## config.mk

```make
export PLATFORM = sky130hd
export DESIGN_NAME = ltca_cmac
export DESIGN_NICKNAME = d
export VERILOG_FILES = /design/src/rtl/lower_triangle_correlation_accumulator_defines.svh /design/src/rtl/ltca_pkg.sv /design/src/rtl/ltca_cmac.sv
export SDC_FILE = /design/constraint.sdc
export NUM_CORES = 2
export LEC_CHECK = 0
export BUFFER_PORTS_ARGS = -buffer_cell sky130_fd_sc_hd__buf_4
export CORE_ASPECT_RATIO = 1.5
export CORE_UTILIZATION = 40
export DETAILED_ROUTE_END_ITERATION = 12
export SYNTH_ARGS = -nofsm -noshare
export SYNTH_HDL_FRONTEND = slang
export SYNTH_SLANG_ARGS = --single-unit
```

## constraint.sdc

```tcl
create_clock -name clk -period 15.7 [get_ports clk]
set_input_delay 0.785 -clock clk [delete_from_list [all_inputs] [get_ports clk]]
set_output_delay 0.785 -clock clk [all_outputs]
set_load 0.01 [all_outputs]
```

## src/rtl/lower_triangle_correlation_accumulator_defines.svh

```systemverilog
// assertion macros used by the correlation accumulator top level
`ifndef LOWER_TRIANGLE_CORRELATION_ACCUMULATOR_DEFINES_SVH
`define LOWER_TRIANGLE_CORRELATION_ACCUMULATOR_DEFINES_SVH

// same-cycle implication, checked outside reset
`define LTCA_ASSERT_NOW(label, clk, rst_n, ante, cons) \
  label: assert property (@(posedge clk) disable iff (!rst_n) (ante) |-> (cons)) \
    else $error("ltca check failed");

// next-cycle implication, checked outside reset
`define LTCA_ASSERT_NEXT(label, clk, rst_n, ante, cons) \
  label: assert property (@(posedge clk) disable iff (!rst_n) (ante) |=> (cons)) \
    else $error("ltca check failed");

`endif

```

## src/rtl/ltca_pkg.sv

```systemverilog
// types and constants of the correlation accumulator
package ltca_pkg;

  localparam int SAMPLE_BITS = 16;
  localparam int ACC_BITS    = 48;
  localparam int PROD_BITS   = 2 * SAMPLE_BITS;
  localparam int CPROD_BITS  = PROD_BITS + 1;

  localparam logic [1:0] REQ_SAMPLE = 2'd0;
  localparam logic [1:0] REQ_READ   = 2'd1;
  localparam logic [1:0] REQ_CLEAR  = 2'd2;

  typedef logic        [1:0]             req_t;
  typedef logic        [3:0]             idx_t;
  typedef logic signed [SAMPLE_BITS-1:0] sample_t;
  typedef logic signed [PROD_BITS-1:0]   prod_t;
  typedef logic signed [CPROD_BITS-1:0]  cprod_t;
  typedef logic signed [ACC_BITS-1:0]    acc_t;

  // one multiply-accumulate issued to the mac pipeline
  typedef struct packed {
    logic    vld;
    sample_t a_re;
    sample_t a_im;
    sample_t b_re;
    sample_t b_im;
    acc_t    acc_re;
    acc_t    acc_im;
  } mac_op_t;

  // write-back of one accumulator entry
  typedef struct packed {
    logic en;
    acc_t re;
    acc_t im;
  } acc_wr_t;

endpackage

```

## src/rtl/ltca_cmac.sv

```systemverilog
// pipelined complex multiply with saturating accumulate
module ltca_cmac import ltca_pkg::*; #(
  parameter int ADDR_W = 8
) (
  input  logic              clk,
  input  logic              rst_n,
  input  mac_op_t           op,
  input  logic [ADDR_W-1:0] op_addr,
  output acc_wr_t           wr,
  output logic [ADDR_W-1:0] wr_addr,
  output logic              busy
);

  localparam acc_t ACC_MAX = {1'b0, {(ACC_BITS-1){1'b1}}};
  localparam acc_t ACC_MIN = {1'b1, {(ACC_BITS-1){1'b0}}};

  function automatic acc_t sat_add(acc_t a, cprod_t p);
    logic signed [ACC_BITS:0] s;
    s = (ACC_BITS+1)'(a) + (ACC_BITS+1)'(p);
    if (s[ACC_BITS] != s[ACC_BITS-1]) begin
      return s[ACC_BITS] ? ACC_MIN : ACC_MAX;
    end
    return s[ACC_BITS-1:0];
  endfunction

  // stage 1: four partial products
  logic              s1_vld_r;
  logic [ADDR_W-1:0] s1_addr_r;
  prod_t             p_rr_r, p_ii_r, p_ri_r, p_ir_r;
  acc_t              s1_acc_re_r, s1_acc_im_r;

  // stage 2: complex product
  logic              s2_vld_r;
  logic [ADDR_W-1:0] s2_addr_r;
  cprod_t            pre_r, pim_r;
  acc_t              s2_acc_re_r, s2_acc_im_r;

  acc_wr_t           wr_r;
  logic [ADDR_W-1:0] wr_addr_r;

  always_ff @(posedge clk) begin
    if (!rst_n) begin
      s1_vld_r <= 1'b0;
      s2_vld_r <= 1'b0;
      wr_r.en  <= 1'b0;
    end else begin
      s1_vld_r <= op.vld;
      s2_vld_r <= s1_vld_r;
      wr_r.en  <= s2_vld_r;
    end
    s1_addr_r   <= op_addr;
    p_rr_r      <= PROD_BITS'(op.a_re) * PROD_BITS'(op.b_re);
    p_ii_r      <= PROD_BITS'(op.a_im) * PROD_BITS'(op.b_im);
    p_ri_r      <= PROD_BITS'(op.a_re) * PROD_BITS'(op.b_im);
    p_ir_r      <= PROD_BITS'(op.a_im) * PROD_BITS'(op.b_re);
    s1_acc_re_r <= op.acc_re;
    s1_acc_im_r <= op.acc_im;

    s2_addr_r   <= s1_addr_r;
    pre_r       <= CPROD_BITS'(p_rr_r) - CPROD_BITS'(p_ii_r);
    pim_r       <= CPROD_BITS'(p_ri_r) + CPROD_BITS'(p_ir_r);
    s2_acc_re_r <= s1_acc_re_r;
    s2_acc_im_r <= s1_acc_im_r;

    wr_addr_r   <= s2_addr_r;
    wr_r.re     <= sat_add(s2_acc_re_r, pre_r);
    wr_r.im     <= sat_add(s2_acc_im_r, pim_r);
  end

  assign wr      = wr_r;
  assign wr_addr = wr_addr_r;
  assign busy    = s1_vld_r | s2_vld_r | wr_r.en;

endmodule

```

======== Yosys cells after proc, flatten, opt, wreduce, memory -nomap -nowiden ========
Cells that the tools add are included.
word-level totals
  register bits ........................... 509
  bits in latches ......................... 0
  RAM bits ................................ 0
  ROM bits ................................ 0
  bits of input ports ..................... 171
  word-level logic and storage cells ...... 38
  memories ................................ 0
cells by class
  add/sub/neg operators ................... 4
  multipliers ............................. 4
  divide/modulo/power cells ............... 0
  magnitude comparators ................... 0
  equality and inequality tests ........... 2
  shift operators ......................... 0
  multiplexer cells ....................... 8
  bitwise gates (word level) .............. 2
  reductions and logical operators ........ 0
operator list
  kind                          number
  two-way mux 48 bit            6
  multiplier 16 x 16 -> 32 bit  4
  adder 48 x 33 -> 49 bit       2
  adder 32 x 32 -> 33 bit       1
  subtractor 32 x 32 -> 33 bit  1
  two-way mux 1 bit             2
  inequality test 1 bit         2
  bitwise OR 1 bit              2

======== Longest topological paths before layout ========
  depth in word-level cells ............... 4
  depth in mapped cells ................... 26
  gate-level depth less buffers ........... 24

======== Least setup slack after synthesis ========
OpenSTA, ideal clock, no wires.
  path kind ............................... input-to-reg
  from .................................... input op[139] (netlist name)
  to ...................................... register p_ii_r[30]
  setup time .............................. 72 ps
  data arrival time ....................... 6734 ps
  setup slack ............................. 8894 ps
  cell stages on the path ................. 22
  path buffers ............................ 1
  cell sequence ........................... clkbuf_1 -> nand2_1 -> fa_1 -> fa_1 -> fa_1 -> inv_1 -> fa_1 -> fa_1 -> inv_1 -> fa_1 -> inv_1 -> ha_1 -> and3_1 -> and3_1 -> nand3_1 -> a31oi_1 -> a2111oi_0 -> nor3_1 -> or4_1 -> a31o_1 -> a21oi_1 -> xnor2_1
between the ends
  longest elaborated chain between the ends .. 1
RTL lines
  what                          RTL line         text
  start, declared               ltca_cmac.sv:7   input mac_op_t op,
  multiplier 16 x 16 -> 32 bit  ltca_cmac.sv:53  p_ii_r <= PROD_BITS'(op.a_im) * PROD_BITS'(op.b_im);
  end signal, assigned          ltca_cmac.sv:53
  end, declared                 ltca_cmac.sv:29  prod_t p_rr_r, p_ii_r, p_ri_r, p_ir_r;
Every way passes these cells.
A chain may end at the register's enable or synchronous reset.

======== Worst setup path in the final report ========
  from .................................... input op[127] (netlist name)
  to ...................................... register p_ir_r[31]
between the ends
  longest elaborated chain between the ends .. 1
RTL lines
  what                          RTL line         text
  multiplier 16 x 16 -> 32 bit  ltca_cmac.sv:55  p_ir_r <= PROD_BITS'(op.a_im) * PROD_BITS'(op.b_re);
  end signal, assigned          ltca_cmac.sv:55
  end, declared                 ltca_cmac.sv:29
Every way passes these cells.

==> metrics.md <==
| Metric | Value |
|---|---|
| DRC violations left | 0 |
| PortBufs | 276 |
| Status | completed |
| Fin crit period | 7.000 ns |
| Die Wd | roughly 310 um |
| Share of the synthesized area in the top cell type | 36.10% |
| Setup violators final | 0 |
| Synth area leaders | fa_1 36%, dfxtp_1 17%, ha_1 10%, inv_1 7.8%, and2_1 5.4% |
| Syn_nets | between 7000 and 8000 |
| Antenna violations before repair | 6 |
| Num rows | approximately 170 |
| Most frequent cells in the layout | 1213 x inv_1, 1052 x fa_1, 579 x nand2_1, 509 x dfxtp_1, 503 x and2_1 |
| NumNets Final | 7946 |
| Final Skew | 0.02463 ns |
| Max-Cap Viols | 0 |
| Grt ovf | 0 |
| Drt first pass iters | 6 |
| F_max | 142.9 MHz |
| Worst-path clk slew | 0.06 ns |
| GPL Wtd Cong | 0.8562 |
| Initial drt markers | roughly 1900 |
| Setup Fix Bufs, Post-CTS | 0 |
| Netlist cell types | between 90 and 100 |
| Post-Layout Inst Area | between 60000 and 70000 um2 |
| Clock Root Buffer | clkbuf_16 |
| WHS | 0.2627 ns |
| Most common cell after layout, fill and taps aside | inv_1 |
| Max Buffers Root-to-Sink | 3 |
| Worst EP arrival | 7.54 ns |
| Clock sink count | approximately 500 |
| CTS H-tree depth | 2 |
| Biggest area consumer among synthesized cells | fa_1 |
| Hpwl dp | approximately 110000 um |
| CTS buffer count | 49 |
| Slew Viols, Final | 0 |
| Worst-path fanout max | 14 |
| Largest net degree at the start of global routing | 47 |
| Share of layout cells above drive strength 1 | 7.125% |
| DRT Wirelength | roughly 140000 um |
| Vias in the first global route | between 40000 and 50000 |
| Post_cts resized | 0 |
| Yosys reg bits | 509 |
| Via density | 4.991 |
| Clk Latency, worst-skew pair | 0.63 ns |
| Starting Density | 40.27% |
| Top FF cell, synth | dfxtp_1 |
| First-pass GRT wire length | 226700 um |
| CTS tree | built |
| Tot GR Track Use | 19.18% |
| Unrepaired setup endpoints after global routing | false |
| Post-Syn Area | just under 60000 um2 |
| Setup crit end kind | flop |
| CP required | 16.24 ns |
| Mapped Cells | 6136 |
| Syn Area/Cell | 9.507 um2 |
| Routed wire per std cell | roughly 17 um |
| Final hold vios | 0 |
| Worst Max-Slew Pin Slew | 1.115 ns |
| WS Path Type | in2reg |
| Core box area | 144800 um2 |
| HP Class | in2reg |
| Area growth, synth to finish | 8.947% |
| I/O pin total | 277 |
| Seq/Total Area, Yosys | 17.47% |
| Setup TNS | 0 ns |
| Die Span Y | ~470 um |
| Worst relative slew slack | 25.50% |
| Vias post-DR | between 40000 and 50000 |
| Die Area | roughly 150000 um2 |
| Crit start category | input port |
| Yosys Warn Count | 0 |
| Post-DP Area | 61830 um2 |
| Number of synthesized flops with an enable pin | 0 |
| Antenna Nets Post-Route | 0 |
| Post-cts hold buffer count | 0 |
| Ys async rst share | 0% |
| Final Cycle Share | 44.59% |
[area by class of cell]
class	instances	area [um2]
inverters	1214	4557
well taps	1903	2381
clock inverters	31	372.9
diodes	2	5.005
clock buffers	59	1345
fillers	14100	81300
flip-flops and latches	509	10190
multi-input cells	4181	42600
repair buffers	280	2102
[stage by stage]
stage,utilization [%],setup WS [ns],std cells
finish,43.87,8.700,8179
global placement,42.68,8.263,8087
global route,43.87,8.347,8178
floorplan,-,8.894,6136
detailed placement,42.68,8.171,8087
CTS,43.87,8.803,8177
[registers in the layout, indices dropped and copies added, names as in the netlist]
| signal | cells |
|---|---|
| wr | 97 |
| s1_acc_im_r | 48 |
| s1_acc_re_r | 48 |
| s2_acc_im_r | 48 |
| s2_acc_re_r | 48 |
| pim_r | 33 |
| pre_r | 33 |
| p_ii_r | 32 |
| p_ir_r | 32 |
| p_ri_r | 32 |
| p_rr_r | 32 |
| s1_addr_r | 8 |
| s2_addr_r | 8 |
| wr_addr | 8 |
| s1_vld_r | 1 |
| s2_vld_r | 1 |
[layer usage]
metal	global-route usage, %	share of wire, %
met5	0	0.038
met4	6.538	3.6
met2	34.11	51
met1	24.20	42
met3	1.667	4.1
[worst max-delay path, stage by stage]
cell and delay (ns):
buf_4 0.15, inv_1 0.55, buf_4 0.35, nor2_1 0.09, fa_1 0.51, fa_1 0.43
fa_1 0.51, fa_1 0.43, fa_1 0.49, inv_1 0.05, fa_1 0.47, inv_1 0.04
ha_1 0.32, a21o_1 0.17, a221o_1 0.37, a21o_1 0.21, a31oi_1 0.38, o21ai_0 0.32
a2111oi_0 0.46, o21bai_1 0.13, a21oi_1 0.19, xnor2_1 0.13
[kinds of logic after synthesis]
family	synth area share (%)
fa+ha+maj	46.62
compound gates	8.899
buf+inv	9.519
simple gates	13.25
xor+xnor	4.172
flops	17.47
mux	0.06862
[cells in the mapped netlist, drive strengths merged (123+ instances only)]
cell type and n:
xnor2 202, and2 503, a21oi 312, fa 1052
clkbuf 210, dfxtp 509, a21o 123, nand2 580
inv 1213, nor2 202, ha 488, o21ai 145
[worst paths after layout]
| kind | from | end | slack, ns | cells after the start |
|---|---|---|---|---|
| worst max register to register | pim_r[1] | wr[29] | 11.36 | 13 |
| worst min-delay path | op[82] | s1_acc_re_r[34] | 0.26 | 1 |
| worst max-delay path | op[127] | p_ir_r[31] | 8.70 | 22 |
| worst min register to register | s1_acc_im_r[23] | s2_acc_im_r[23] | 0.32 | 0 |
Power is not shown: default switching activity piles up to over one toggle a cycle in this logic, so the estimate is an artifact.
